$ cat src/rtl/dsa_pkg.sv
// ----------------------------------------------------------------------------
// dsa_pkg
// Shared types and constants for the debug slot allocator: request and
// status codes, field widths and control word layout.
// ----------------------------------------------------------------------------
package dsa_pkg;

    localparam int MAX_SLOTS   = 4;
    localparam int ADDR_W      = 64;
    localparam int CTRL_W      = 32;
    localparam int SLOT_W      = 2;
    localparam int NIBBLE_BASE = 16;
    localparam int SIZE_BASE   = 18;

    typedef enum logic [1:0] {
        REQ_SET   = 2'd0,
        REQ_CLEAR = 2'd1,
        REQ_QUERY = 2'd2,
        REQ_NONE  = 2'd3
    } req_t;

    typedef enum logic [2:0] {
        ST_OK       = 3'd0,
        ST_FULL     = 3'd1,
        ST_BAD_MODE = 3'd2,
        ST_BAD_SIZE = 3'd3,
        ST_NO_HIT   = 3'd4
    } status_t;

    typedef enum logic [1:0] {
        MODE_EXEC  = 2'd0,
        MODE_WRITE = 2'd1,
        MODE_RW    = 2'd2,
        MODE_BAD   = 2'd3
    } mode_t;

    // Control word encodings
    localparam logic [1:0] MC_EXEC  = 2'b00;
    localparam logic [1:0] MC_WRITE = 2'b01;
    localparam logic [1:0] MC_RW    = 2'b11;
    localparam logic [1:0] SC_1B    = 2'b00;
    localparam logic [1:0] SC_2B    = 2'b01;
    localparam logic [1:0] SC_4B    = 2'b11;
    localparam logic [1:0] SC_8B    = 2'b10;

endpackage

$ cat src/rtl/debug_slot_allocator.sv
// ----------------------------------------------------------------------------
// debug_slot_allocator
// Allocates, clears and looks up hardware watch/break slots held in a
// DR7-style control word and a bank of slot address registers.
// ----------------------------------------------------------------------------
// A request is taken on any cycle with start high (busy never rises); the
// block takes one request per cycle with no gaps. The request is captured
// in the input register, resolved by the single compute stage and captured
// in the result register, so done pulses for one cycle with status, slot,
// control_word and slot_address valid alongside it.
// Results come out in request order and cannot be held off: sample them
// whenever done is high. A request sees the effect of every earlier one.
module debug_slot_allocator #(
    parameter int NUM_SLOTS = dsa_pkg::MAX_SLOTS
) (
    input  logic                        clk,
    input  logic                        rst_n,
    input  logic                        start,
    output logic                        busy,
    input  logic [1:0]                  req_type,
    input  logic [dsa_pkg::ADDR_W-1:0]  address,
    input  logic [1:0]                  mode,
    input  logic [3:0]                  size_bytes,
    input  logic [dsa_pkg::SLOT_W-1:0]  slot_select,
    input  logic [3:0]                  hit_status,
    output logic                        done,
    output logic [2:0]                  status,
    output logic [dsa_pkg::SLOT_W-1:0]  slot,
    output logic [dsa_pkg::CTRL_W-1:0]  control_word,
    output logic [dsa_pkg::ADDR_W-1:0]  slot_address
);

    // Input register
    logic                        req_valid_reg;
    dsa_pkg::req_t               req_type_reg;
    logic [dsa_pkg::ADDR_W-1:0]  address_reg;
    dsa_pkg::mode_t              mode_reg;
    logic [3:0]                  size_reg;
    logic [dsa_pkg::SLOT_W-1:0]  slot_sel_reg;
    logic [3:0]                  hit_reg;

    // Architectural state
    logic [dsa_pkg::CTRL_W-1:0]  ctrl_reg;
    logic [dsa_pkg::CTRL_W-1:0]  ctrl_next;
    logic [dsa_pkg::ADDR_W-1:0]  slot_addr_reg [dsa_pkg::MAX_SLOTS];
    logic                        addr_we;
    logic [dsa_pkg::SLOT_W-1:0]  addr_wsel;
    logic [dsa_pkg::ADDR_W-1:0]  addr_wdata;

    // Result register
    logic                        done_reg;
    dsa_pkg::status_t            status_reg;
    dsa_pkg::status_t            status_next;
    logic [dsa_pkg::SLOT_W-1:0]  slot_reg;
    logic [dsa_pkg::SLOT_W-1:0]  slot_next;
    logic [dsa_pkg::ADDR_W-1:0]  slot_address_reg;
    logic [dsa_pkg::ADDR_W-1:0]  slot_address_next;

    assign busy = 1'b0;

    always_ff @(posedge clk or negedge rst_n)
    begin
        if (!rst_n)
        begin
            req_valid_reg <= 1'b0;
        end
        else
        begin
            req_valid_reg <= start;
        end
    end

    always_ff @(posedge clk)
    begin
        if (start)
        begin
            req_type_reg <= dsa_pkg::req_t'(req_type);
            address_reg  <= address;
            mode_reg     <= dsa_pkg::mode_t'(mode);
            size_reg     <= size_bytes;
            slot_sel_reg <= slot_select;
            hit_reg      <= hit_status;
        end
    end

    // Resolve one transaction
    always_comb
    begin
        logic                       free_found;
        logic [dsa_pkg::SLOT_W-1:0] free_slot;
        logic                       hit_found;
        logic [dsa_pkg::SLOT_W-1:0] hit_slot;
        logic                       mode_ok;
        logic [1:0]                 mc;
        logic                       size_ok;
        logic [1:0]                 sc;
        logic [4:0]                 nib_lo;

        free_found = 1'b0;
        free_slot  = '0;
        hit_found  = 1'b0;
        hit_slot   = '0;
        for (int i = 0; i < NUM_SLOTS; i++)
        begin
            if (!free_found && ctrl_reg[2*i +: 2] == 2'b00)
            begin
                free_found = 1'b1;
                free_slot  = dsa_pkg::SLOT_W'(i);
            end
            if (!hit_found && hit_reg[i])
            begin
                hit_found = 1'b1;
                hit_slot  = dsa_pkg::SLOT_W'(i);
            end
        end

        mode_ok = 1'b1;
        case (mode_reg)
            dsa_pkg::MODE_EXEC:  mc = dsa_pkg::MC_EXEC;
            dsa_pkg::MODE_WRITE: mc = dsa_pkg::MC_WRITE;
            dsa_pkg::MODE_RW:    mc = dsa_pkg::MC_RW;
            default:
            begin
                mc      = 2'b00;
                mode_ok = 1'b0;
            end
        endcase

        size_ok = 1'b1;
        case (size_reg)
            4'd1:    sc = dsa_pkg::SC_1B;
            4'd2:    sc = dsa_pkg::SC_2B;
            4'd4:    sc = dsa_pkg::SC_4B;
            4'd8:    sc = dsa_pkg::SC_8B;
            default:
            begin
                sc      = 2'b00;
                size_ok = 1'b0;
            end
        endcase

        ctrl_next         = ctrl_reg;
        addr_we           = 1'b0;
        addr_wsel         = '0;
        addr_wdata        = '0;
        status_next       = dsa_pkg::ST_OK;
        slot_next         = '0;
        slot_address_next = '0;
        nib_lo            = '0;

        if (req_valid_reg)
        begin
            case (req_type_reg)
                dsa_pkg::REQ_SET:
                begin
                    if (!free_found)
                    begin
                        status_next = dsa_pkg::ST_FULL;
                    end
                    else if (!mode_ok)
                    begin
                        status_next = dsa_pkg::ST_BAD_MODE;
                    end
                    else if (!size_ok)
                    begin
                        status_next = dsa_pkg::ST_BAD_SIZE;
                    end
                    else
                    begin
                        nib_lo = 5'(dsa_pkg::NIBBLE_BASE) + {1'b0, free_slot, 2'b00};
                        ctrl_next[{free_slot, 1'b0} +: 2] = 2'b01;
                        ctrl_next[nib_lo +: 4]            = {sc, mc};
                        slot_next  = free_slot;
                        addr_we    = 1'b1;
                        addr_wsel  = free_slot;
                        addr_wdata = address_reg;
                    end
                end
                dsa_pkg::REQ_CLEAR:
                begin
                    slot_next = slot_sel_reg;
                    if (int'(slot_sel_reg) < NUM_SLOTS)
                    begin
                        nib_lo = 5'(dsa_pkg::NIBBLE_BASE) + {1'b0, slot_sel_reg, 2'b00};
                        ctrl_next[{slot_sel_reg, 1'b0} +: 2] = 2'b00;
                        ctrl_next[nib_lo +: 4]               = 4'b0000;
                        addr_we   = 1'b1;
                        addr_wsel = slot_sel_reg;
                    end
                end
                dsa_pkg::REQ_QUERY:
                begin
                    if (hit_found)
                    begin
                        slot_next         = hit_slot;
                        slot_address_next = slot_addr_reg[hit_slot];
                    end
                    else
                    begin
                        status_next = dsa_pkg::ST_NO_HIT;
                    end
                end
                default:
                begin
                    status_next = dsa_pkg::ST_OK;
                end
            endcase
        end
    end

    always_ff @(posedge clk or negedge rst_n)
    begin
        if (!rst_n)
        begin
            ctrl_reg <= '0;
            for (int i = 0; i < dsa_pkg::MAX_SLOTS; i++)
            begin
                slot_addr_reg[i] <= '0;
            end
            done_reg <= 1'b0;
        end
        else
        begin
            ctrl_reg <= ctrl_next;
            if (addr_we)
            begin
                slot_addr_reg[addr_wsel] <= addr_wdata;
            end
            done_reg <= req_valid_reg;
        end
    end

    always_ff @(posedge clk)
    begin
        if (req_valid_reg)
        begin
            status_reg       <= status_next;
            slot_reg         <= slot_next;
            slot_address_reg <= slot_address_next;
        end
    end

    assign done         = done_reg;
    assign status       = status_reg;
    assign slot         = slot_reg;
    assign control_word = ctrl_reg;
    assign slot_address = slot_address_reg;

    // Checks
    a_done_follows_req: assert property (@(posedge clk) disable iff (!rst_n)
        done |-> $past(req_valid_reg))
        else $error("done without a registered transaction");

    a_error_keeps_ctrl: assert property (@(posedge clk) disable iff (!rst_n)
        done && status_reg != dsa_pkg::ST_OK |-> control_word == $past(ctrl_reg))
        else $error("failed transaction changed the control word");

    a_error_no_addr: assert property (@(posedge clk) disable iff (!rst_n)
        done && status_reg != dsa_pkg::ST_OK |-> slot_address == '0)
        else $error("address returned on a failed transaction");

    a_set_enables: assert property (@(posedge clk) disable iff (!rst_n)
        done && status_reg == dsa_pkg::ST_OK && $past(req_type_reg) == dsa_pkg::REQ_SET
        |-> ((control_word >> {slot, 1'b0}) & 32'd3) == 32'd1)
        else $error("allocated slot not locally enabled");

endmodule

$ cat config.mk
export PLATFORM = sky130hd
export DESIGN_NAME = debug_slot_allocator
export DESIGN_NICKNAME = d
export VERILOG_FILES = /design/src/rtl/dsa_pkg.sv /design/src/rtl/debug_slot_allocator.sv
export SDC_FILE = /design/constraint.sdc
export NUM_CORES = 1
export LEC_CHECK = 0
export ABC_CLOCK_PERIOD_IN_PS = 3200
export BUFFER_PORTS_ARGS = -buffer_cell sky130_fd_sc_hd__buf_2
export CAP_MARGIN = 20
export CORE_MARGIN = 8
export CORE_UTILIZATION = 53
export DETAILED_ROUTE_END_ITERATION = 8
export GPL_TIMING_DRIVEN = 0
export MAX_ROUTING_LAYER = met4
export PLACE_DENSITY = 0.84
export REMOVE_ABC_BUFFERS = 1
export SLEW_MARGIN = 20
export SYNTH_ARGS = -nofsm -noshare
export SYNTH_HDL_FRONTEND = slang
export SYNTH_SLANG_ARGS = --single-unit
$ cat constraint.sdc
create_clock -name clk -period 3.2 [get_ports clk]
set_input_delay 0.64 -clock clk [delete_from_list [all_inputs] [get_ports clk]]
set_output_delay 0.64 -clock clk [all_outputs]
set_load 0.03 [all_outputs]
Yosys cells after proc, flatten, opt, wreduce, memory -nomap -nowiden. Index checks and enable logic that the tools add are counted.

Flip-flop bits (word level): 437. Bits in latches: 0. Word-level logic and storage cells: 124. Memories kept: 0. Output and inout port bits: 103. RAM bits: 0. Memory bits (read-only): 0.

$lt $le $gt $ge: 3. Div/mod/pow operators: 0. Multiply operators: 0. Bitwise operators: 2. Add/subtract/negate cells: 6. Shift operators: 8. Reduce and logical (&&, ||, !) cells: 24. Muxes and demuxes: 54. Equal/unequal tests: 11.

Operators by type and width (count): $mux W64 (8); $bwmux W256 (1); $bmux W64 S2 (1); $bwmux W32 (4); $demux W64 S2 (1); $mux W32 (3); $pmux W32 S2 (1); $shift A2 B5 Y32 const A (2); $shift A4 B7 Y32 const A (2); $shiftx A2 B5 Y32 const A (2); $shiftx A4 B7 Y32 (1); $shiftx A4 B7 Y32 const A (1); $mux W2 (12); $mux W1 (16); $neg A5 Y7 (2); $logic_not A2 Y1 (6); $pmux W2 S3 (2); $add A5 B4 Y5 const A (2); $neg A3 Y5 (2); $pmux W2 S2 (2); $logic_and A1 B1 Y1 (7); $ge A3 B3 Y1 const B (2); $logic_not A1 Y1 (6); $ne A2 B2 Y1 const B (3); 16 further kinds (19).

Logic depth before layout (Yosys ltp). Gate-level depths: netlist of run 1.

Word-level depth: 22. Depth in mapped cells: 11. Mapped depth without buffers: 10.

Worst setup path before layout of run 1. OpenSTA, ideal clock, no wires.

Kind: flip-flop to flip-flop. From: register req_valid_reg. To: register slot_addr_reg[237] (netlist name). Required time: 3.073 ns. Data arrival time: 3.208 ns. Buffers on the path: 4. Setup slack: -0.136 ns. Period minus slack after synthesis: 3.336 ns. Stages on the path, launching flop included: 11. Cell sequence: dfrtp_1 -> nor2b_1 -> clkbuf_1 -> nand3_1 -> o22ai_1 -> o211ai_2 -> buf_4 -> buf_6 -> buf_6 -> nand2_1 -> o21ai_0.

Cells in the longest elaborated chain, start to end: 7. Elaborated cells between the ends (all ways): 10.

Ends and longest elaborated chain: from (decl) (RTL line debug_slot_allocator.sv:34) `logic req_valid_reg;`; from (signal assigned) (RTL line debug_slot_allocator.sv:69) `req_valid_reg <= start;`; $mux W2 (RTL line debug_slot_allocator.sv:151) `if (req_valid_reg)`; $not A2 Y3 (implied by the code) (RTL line debug_slot_allocator.sv:227) `slot_addr_reg[addr_wsel] <= addr_wdata;`; $ge A3 B3 Y1 (implied by the code) or $lt A3 B1 Y1 (tied branches) (RTL line debug_slot_allocator.sv:227); $logic_and A1 B1 Y1 (implied by the code) (RTL line debug_slot_allocator.sv:227); $mux W64 (implied by the code) (RTL line debug_slot_allocator.sv:227); $demux W64 S2 (RTL line debug_slot_allocator.sv:227); $bwmux W256 (RTL line debug_slot_allocator.sv:227); to (signal, indexed assignment) (RTL line debug_slot_allocator.sv:227); to (decl) (RTL line debug_slot_allocator.sv:45) `logic [dsa_pkg::ADDR_W-1:0] slot_addr_reg [dsa_pkg::MAX_SLOTS];`.

Several ways; a longest one is shown, not always the timed one. A chain may end at the register's enable or synchronous reset.

Final worst setup path of run 1.
From: register ctrl_reg (netlist bit control_word[4]). To: register slot_addr_reg[8] (netlist name).

Cells in the longest elaborated chain, start to end: 17. Elaborated cells between the ends (all ways): 26.

Ends and longest elaborated chain: from (decl) (RTL line debug_slot_allocator.sv:43) `logic [dsa_pkg::CTRL_W-1:0] ctrl_reg;`; from (signal assigned) (RTL line debug_slot_allocator.sv:224) `ctrl_reg <= ctrl_next;`; $logic_not A2 Y1 (*) (RTL line debug_slot_allocator.sv:105) `if (!free_found && ctrl_reg[2*i +: 2] == 2'b00)`; $logic_and A1 B1 Y1 (*) (RTL line debug_slot_allocator.sv:105); $mux W1 (RTL line debug_slot_allocator.sv:105); $logic_not A1 Y1 (RTL line debug_slot_allocator.sv:105); $logic_and A1 B1 Y1 (RTL line debug_slot_allocator.sv:105); $mux W2 (RTL line debug_slot_allocator.sv:105); $mux W2 (RTL line debug_slot_allocator.sv:164) `else if (!size_ok)`; $mux W2 (RTL line debug_slot_allocator.sv:160) `else if (!mode_ok)`; $mux W2 (RTL line debug_slot_allocator.sv:156) `if (!free_found)`; $pmux W2 S2 (RTL line debug_slot_allocator.sv:153) `case (req_type_reg)`; $mux W2 (RTL line debug_slot_allocator.sv:151); $not A2 Y3 (implied by the code) (RTL line debug_slot_allocator.sv:227); $ge A3 B3 Y1 (implied by the code) or $lt A3 B1 Y1 (tied branches) (RTL line debug_slot_allocator.sv:227); $logic_and A1 B1 Y1 (implied by the code) (RTL line debug_slot_allocator.sv:227); $mux W64 (implied by the code) (RTL line debug_slot_allocator.sv:227); $demux W64 S2 (RTL line debug_slot_allocator.sv:227); $bwmux W256 (RTL line debug_slot_allocator.sv:227).

Every way passes the cells marked *; elsewhere a longest branch is shown, timed or not.

==> out/metrics.csv, run 1 <==
stage,metric,value,unit
worst_hold_path,Hold Crit Depth,1,
placed_design,DP HPWL,27100,microns
synth,number of flops mapped to enable cells by yosys,147,
global_routing,initial antenna violation count,0,
drt,WL met2,20900,microns
finish,Area Overhead vs Synth,18.7,%
timing,# setup viols final,0,
global_routing,first-pass GRT wire length,68800,microns
timing,hold_ws,0.244,ns
die,initial core utilization,0.533,
clock_network,CTS HTree Levels,2,
drt,routed wire length,43100,microns
power,Switching Share,0.245,
power,Internal,9660,uW
drt,vias post-DR,12026,
die,core area,33200,sq um
finish,Post-Layout Cell Count,2052,
clock_network,Worst-Skew Late Latency,0.56,ns
die,# rows,67,
status,status,"complete, no violations",
timing,RSZ-0062 raised after global routing,false,
clock_network,Clock transition at path regs,0.06,ns
synth,Post-Synthesis Cells,1400,
synth,YS warnings,0,
worst_hold_path,hold_sp,address[52],
worst_setup_path,CP Launch Type,flip-flop,
run,max-cap violations,0,
timing,setup TNS,0,ns
worst_setup_path,Worst Path Required,3.64,ns
placed_design,Area after DPL,19400,sq um
drt,DR vias/cell,5.86,
drt,router iterations before antenna repair,6,
global_routing,Total GRT Usage,0.228,
drt,wire per inst,21.0,microns
drt,Met3 Wirelength,3090,microns
placed_design,PortBufs,180,
finish,Layout Utilization,0.633,
power,Sw Pwr,3130,uW
timing,worst rel slew slack,0.456,
power,Clk network pwr share,0.421,
power,pwr dens,609,nW/um^2
synth,post-synth top area share,0.407,
timing,f_max,335,MHz
worst_setup_path,critical path capture point type,flip-flop,
global_routing,grt total ovfl,0,
synth,syn avg cell area,12.6,sq um
synth,sequential-to-total area share from yosys stat,0.657,
worst_setup_path,CP Data Arrival Time,3.42,ns
synth,count of different cell masters after synthesis,54,
global_routing,number of global-route vias before repair,12596,
placed_design,placed instance count,1958,
synth,Synth Register Bits,435,
power,leakage power,0.00880,uW
timing,Tcrit/Tclk final,0.932,
synth,Yosys top cell by area,dfrtp_1,
clock_network,total CTS buffers,46,
worst_hold_path,hold crit path type,in -> reg,
drt,Iteration-0 DRC Markers,908,
die,num ports,184,
timing,Fin. Hold Viols,0,
worst_setup_path,CP max FO,35,
drt,Post-DRT Antenna Nets,0,
drt,highest routed layer,met4,
clock_network,TritonCTS sink count,435,
clock_network,TritonCTS clock tree,yes,
finish,final net count,1659,
clock_network,CTS root buf,clkbuf_16,
timing,Least-Margin Pin Slew,0.814,ns
worst_setup_path,crit path kind,reg -> reg,
power,sequential cell fraction of total power,0.482,
power,Logic pwr share,0.097,
worst_setup_path,origin of the critical flop-to-flop path,control_word[4],
timing,Slew Limit Fails,0,
finish,diode count,0,
synth,asr flop ratio synth,0.662,
placed_design,RD Place Congestion,0.871,
worst_setup_path,reg2reg end,slot_addr_reg[8],
finish,share of cells above drive strength 1,0.233,
worst_setup_path,worst reg2reg path depth,8,
finish,max FFs per register,256,
die,Die X,199,microns
worst_hold_path,hold path endpoint,address_reg[52],
global_routing,largest net degree at the start of global routing,100,
finish,final instance area,21000,sq um
synth,most area-consuming cells after synthesis,"dfrtp_1, edfxtp_1, mux4_2, o21ai_1, nand2_1",
drt,M1 wire length,18100,microns
timing,crit path time final,2.98,ns
worst_setup_path,internal reg-to-reg setup slack,0.22,ns
die,DIE HEIGHT,199,microns
synth,Post-synth top flop,dfrtp_1,
clock_network,Clock Path Buffers,3,
power,Max IR drop VDD,0.441,mV
timing,clock skew,0.0113,ns
drt,residual DRC count,0,
synth,mapped cell area,17700,sq um
die,total die area,39500,sq um
[logic make-up after synthesis]
group,share of synthesized area
compound gates,0.128
other cells,0.000212
xor+xnor,0.00148
simple gates,0.0856
mux,0.0814
flops,0.657
buf+inv,0.0378
fa+ha+maj,0.00848
[per-layer routing]
layer / vias to the layer above / global-route usage
li1: 5358 / -
met2: 560 / 0.366
met4: 0 / 0.0780
met5: - / -
met3: 87 / 0.0369
met1: 6021 / 0.295
[worst max-delay path, stage by stage, from the launching register on]
cell     delay (ns)
dfrtp_1        0.42
o22ai_1        0.28
nor2b_1        0.35
inv_1          0.16
o41ai_4        0.57
nand2_4        0.41
buf_12         0.32
o21ai_0        0.22
o21ai_1        0.10
[power groups by stage]
stage	sequential (uW)	clock (uW)	combinational (uW)
3_3_place_gp	6280	0	1060
5_1_grt	6200	5680	1340
2_1_floorplan	6370	0	536
4_1_cts	6170	5480	1240
3_5_place_dp	6270	0	1210
6_report	6170	5380	1240
[layout by cell type (no fill, tap or decap), types with 3 or more instances in the layout]
cell type  count
a21oi_1        3
a22o_1         8
buf_12        10
buf_16        17
buf_2        178
buf_4         18
bufinv_16      5
clkbuf_1      15
clkbuf_16     47
clkbuf_8       5
clkinv_1       7
clkinv_2       5
conb_1         3
dfrtp_1      287
edfxtp_1     147
ha_1          12
inv_1         12
mux4_2        64
nand2_1      219
nand2b_1       6
nand3_1        8
nor2_1        13
nor2b_1       66
nor3_1         4
o21ai_0      118
o21ai_1      273
o31ai_1        5
o41ai_1        3
[worst max-delay path by stage]
stage / from / end / slack, ns / cells past startpoint
6_report: control_word[4] / slot_addr_reg[8] / 0.22 / 8
5_1_grt: control_word[4] / slot_addr_reg[8] / 0.05 / 8
4_1_cts: control_word[4] / slot_addr_reg[123] / 0.03 / 8
3_5_place_dp: req_valid_reg / slot_addr_reg[209] / -0.44 / 10
3_3_place_gp: hit_reg[1] / slot_address[23] / -10.45 / 3
2_1_floorplan: hit_reg[1] / slot_address[0] / -6.17 / 3
[cell usage after synthesis, types with 2 or more instances]
cell type / count
or2_2: 2
ha_1: 12
buf_2: 38
mux4_2: 64
o21ai_1: 273
buf_6: 15
o41ai_1: 3
o22ai_1: 2
clkbuf_1: 34
nand2_1: 220
or3_1: 2
buf_4: 11
xor2_1: 2
a22o_1: 8
nor3_1: 5
a32oi_1: 2
o21ai_0: 118
edfxtp_1: 147
o31ai_1: 5
inv_1: 12
nor2_1: 14
a21oi_1: 3
clkbuf_2: 4
buf_1: 8
nor2b_1: 67
nand2b_1: 7
dfrtp_1: 288
nand3_1: 8
[stage by stage]
stage                     power, uW  worst slack (ns)
final                         12800             0.217
after global placement         7330            -10.45
after global routing          13200            0.0460
after floorplan                6900             -6.17
after CTS                     12900            0.0322
after detailed placement       7480            -0.440
[what timing repair did]
item | in CTS | in global routing
cloned | 0 | 1
pin swaps | 0 | 3
resized for setup | 1 | 1
setup endpoints to repair | 256 | 16
hold buffers | 1 | 0
hold endpoints to repair | 6 | 0
buffers inserted | 3 | 3
[cell type report]
| class | instances | area (sq um) |
|---|---|---|
| clock inverters | 19 | 239 |
| multi-input cells | 845 | 5520 |
| clock buffers | 67 | 1300 |
| repair buffers | 225 | 1720 |
| fillers | 2415 | 12200 |
| well taps | 448 | 561 |
| inverters | 13 | 48.8 |
| flip-flops and latches | 435 | 11600 |
No activity file was read; power rests on OpenSTA's default activity.
==> run 2, diff against run 1 <==
--- a/config.mk
+++ b/config.mk
@@ -9,11 +9,12 @@
 export BUFFER_PORTS_ARGS = -buffer_cell sky130_fd_sc_hd__buf_2
 export CAP_MARGIN = 20
 export CORE_MARGIN = 8
-export CORE_UTILIZATION = 53
+export CORE_UTILIZATION = 55
+export CTS_BUF_LIST = sky130_fd_sc_hd__clkbuf_8
 export DETAILED_ROUTE_END_ITERATION = 8
 export GPL_TIMING_DRIVEN = 0
 export MAX_ROUTING_LAYER = met4
-export PLACE_DENSITY = 0.84
+export PLACE_DENSITY = 0.86
 export REMOVE_ABC_BUFFERS = 1
 export SLEW_MARGIN = 20
 export SYNTH_ARGS = -nofsm -noshare
==> constraint.sdc (replaced) <==
create_clock -name clk -period 3.2 [get_ports clk]
set_input_delay 0.48 -clock clk [delete_from_list [all_inputs] [get_ports clk]]
set_output_delay 0.48 -clock clk [all_outputs]
set_load 0.03 [all_outputs]
==> out/metrics.csv, run 2 (same netlist as run 1, synthesis figures left out) <==
stage,metric,value,unit,change
clock_network,CTS root buf,clkbuf_8,,
clock_network,TritonCTS clock tree,yes,,
clock_network,Worst-Skew Late Latency,0.61,ns,+0.05 ns
timing,f_max,328,MHz,-2.1%
global_routing,grt total ovfl,0,,unchanged
drt,Post-DRT Antenna Nets,0,,unchanged
drt,router iterations before antenna repair,5,,-1
worst_setup_path,Worst Path Required,3.67,ns,+0.03 ns
timing,hold_ws,0.0514,ns,-0.193 ns
die,num ports,184,,unchanged
power,Max IR drop VDD,0.397,mV,-9.8%
die,core area,31600,sq um,-4.7%
die,Die X,195,microns,-1.7%
timing,clock skew,0.0357,ns,+0.0243 ns
clock_network,TritonCTS sink count,435,,unchanged
timing,worst rel slew slack,0.518,,+0.0624
power,pwr dens,574,nW/um^2,-5.7%
placed_design,DP HPWL,26900,microns,-0.75%
die,initial core utilization,0.559,,+0.0263
finish,Area Overhead vs Synth,16.9,%,
finish,Layout Utilization,0.654,,+0.0212
drt,DR vias/cell,5.91,,+0.80%
run,max-cap violations,0,,unchanged
clock_network,CTS HTree Levels,3,,+1
die,total die area,38200,sq um,-3.3%
worst_setup_path,crit path kind,reg -> reg,,
timing,Fin. Hold Viols,0,,unchanged
global_routing,number of global-route vias before repair,12928,,+2.6%
drt,residual DRC count,0,,unchanged
finish,"most common cell after layout, fill and taps aside",dfrtp_1,,
timing,Slew Limit Fails,0,,unchanged
global_routing,Total GRT Usage,0.228,,+0.000282
finish,final net count,1681,,+1.3%
timing,crit path time final,3.05,ns,+0.0633 ns
power,leakage power,0.00881,uW,+0.18%
drt,wire per inst,20.5,microns,-2.6%
finish,max FFs per register,256,,unchanged
finish,most frequent cells in the layout,"dfrtp_1, o21ai_1, nand2_1",,
clock_network,total CTS buffers,71,,+54%
worst_setup_path,critical path's most frequent cell,buf_16,,
timing,# setup viols final,0,,unchanged
worst_setup_path,critical path's slowest cell,dfrtp_4,,
worst_setup_path,slowest cell delay on critical path,0.78,ns,+0.21 ns
drt,vias post-DR,12098,,+0.60%
worst_setup_path,CP max FO,40,,+14%
drt,routed wire length,41900,microns,-2.8%
finish,share of cells above drive strength 1,0.239,,+0.00636
timing,Least-Margin Pin Slew,0.722,ns,-0.0916 ns
clock_network,Clock transition at path regs,0.07,ns,about the same
placed_design,PortBufs,180,,unchanged
die,DIE HEIGHT,195,microns,-1.7%
global_routing,initial antenna violation count,1,,+1
finish,Filler cells,2203,,-8.8%
clock_network,Clock Path Buffers,3,,unchanged
die,# rows,65,,-3.0%
placed_design,RD Place Congestion,0.870,,about the same
worst_setup_path,CP Data Arrival Time,3.51,ns,+0.09 ns
timing,Tcrit/Tclk final,0.952,,+0.0198
status,status,"complete, no violations",,
worst_setup_path,critical path capture point type,flip-flop,,
worst_hold_path,hold crit path type,in -> reg,,
worst_setup_path,CP Launch Type,flip-flop,,
global_routing,first-pass GRT wire length,67900,microns,-1.2%
global_routing,largest net degree at the start of global routing,108,,+8.0%
drt,Iteration-0 DRC Markers,1266,,+39%
timing,RSZ-0062 raised after global routing,false,,
worst_setup_path,CP Cell Sequence,"nor2b_4, nand3_1, o22ai_2, o211ai_4, buf_16, buf_16, buf_16, nand2_1, o21ai_0",,
run 2: cell count changes in the layout (fill, tap and decap cells not counted), moves of 2 or more:
cell        previous run  this run
buf_16                17        14
clkinv_1               7        11
buf_6                  0         2
clkinvlp_4             0         4
clkbuf_1              15         0
bufinv_16              5         1
clkinv_8               2         0
clkinv_2               5         3
buf_4                 18        15
inv_1                 12        44
clkbuf_16             47         0
clkbuf_8               5        80
run 2: critical path, delay by kind of cell, from the launching register on:
| kind | cells | cell delay [ns] |
|---|---|---|
| buf+inv | 3 | 0.58 |
| simple gates | 3 | 0.87 |
| flops | 1 | 0.78 |
| compound gates | 3 | 0.62 |
run 2: per-stage QoR:
stage	instance area (sq um)	setup slack (ns)	TNS [ns]	power, uW	instances
after floorplan	17100	-6.17	-719.82	6900	1292
after global placement	18500	-10.30	-2558.89	7330	1874
after detailed placement	19300	-0.295	-7.08	7480	1913
after CTS	20700	0.158	0	12000	2047
after global routing	20700	0.0230	0	12300	2048
final	20700	0.154	0	11900	2048
run 2: where the power goes:
group          switching, uW  internal (uW)
clock network           2110           2370
registers                163           6020
logic                    810            405
total                   3090           8790
run 2: repair_timing:
item,4_1_cts,5_1_grt
buffers inserted,3,0
gates resized for setup,3,0
endpoints found under the hold margin,79,0
hold buffers,1,0
setup endpoints to repair,52,0
run 2: area by class of cell:
type	instances	area (sq um)	share of cell area
antenna	1	2.50	0.000121
timing repair buffer	223	1670	0.0808
multi-input combinational	844	5510	0.266
tap	402	503	0.0243
sequential	435	11600	0.562
clock buffer	80	1100	0.0532
inverter	13	48.8	0.00236
clock inverter	50	233	0.0112
run 2: worst paths after layout:
path / startpoint / endpoint / slack (ns) / depth (start not counted)
max in group asynchronous: rst_n / slot_addr_reg[124] / 1.72 / 3
max: req_valid_reg / slot_addr_reg[194] / 0.15 / 9
min reg2reg: control_word[11] / control_word[11] / 0.37 / 0
min in group asynchronous: rst_n / control_word[10] / 0.48 / 2
min: hit_status[0] / hit_reg[0] / 0.05 / 1
max reg2reg: req_valid_reg / slot_addr_reg[194] / 0.15 / 9
run 2: routing by layer:
metal | wire (microns) | vias up | track usage
li1 | - | 5401 | -
met1 | 17100 | 6019 | 0.285
met2 | 20700 | 581 | 0.361
met3 | 3150 | 97 | 0.0521
met4 | 1000 | 0 | 0.0915
met5 | 0 | - | -
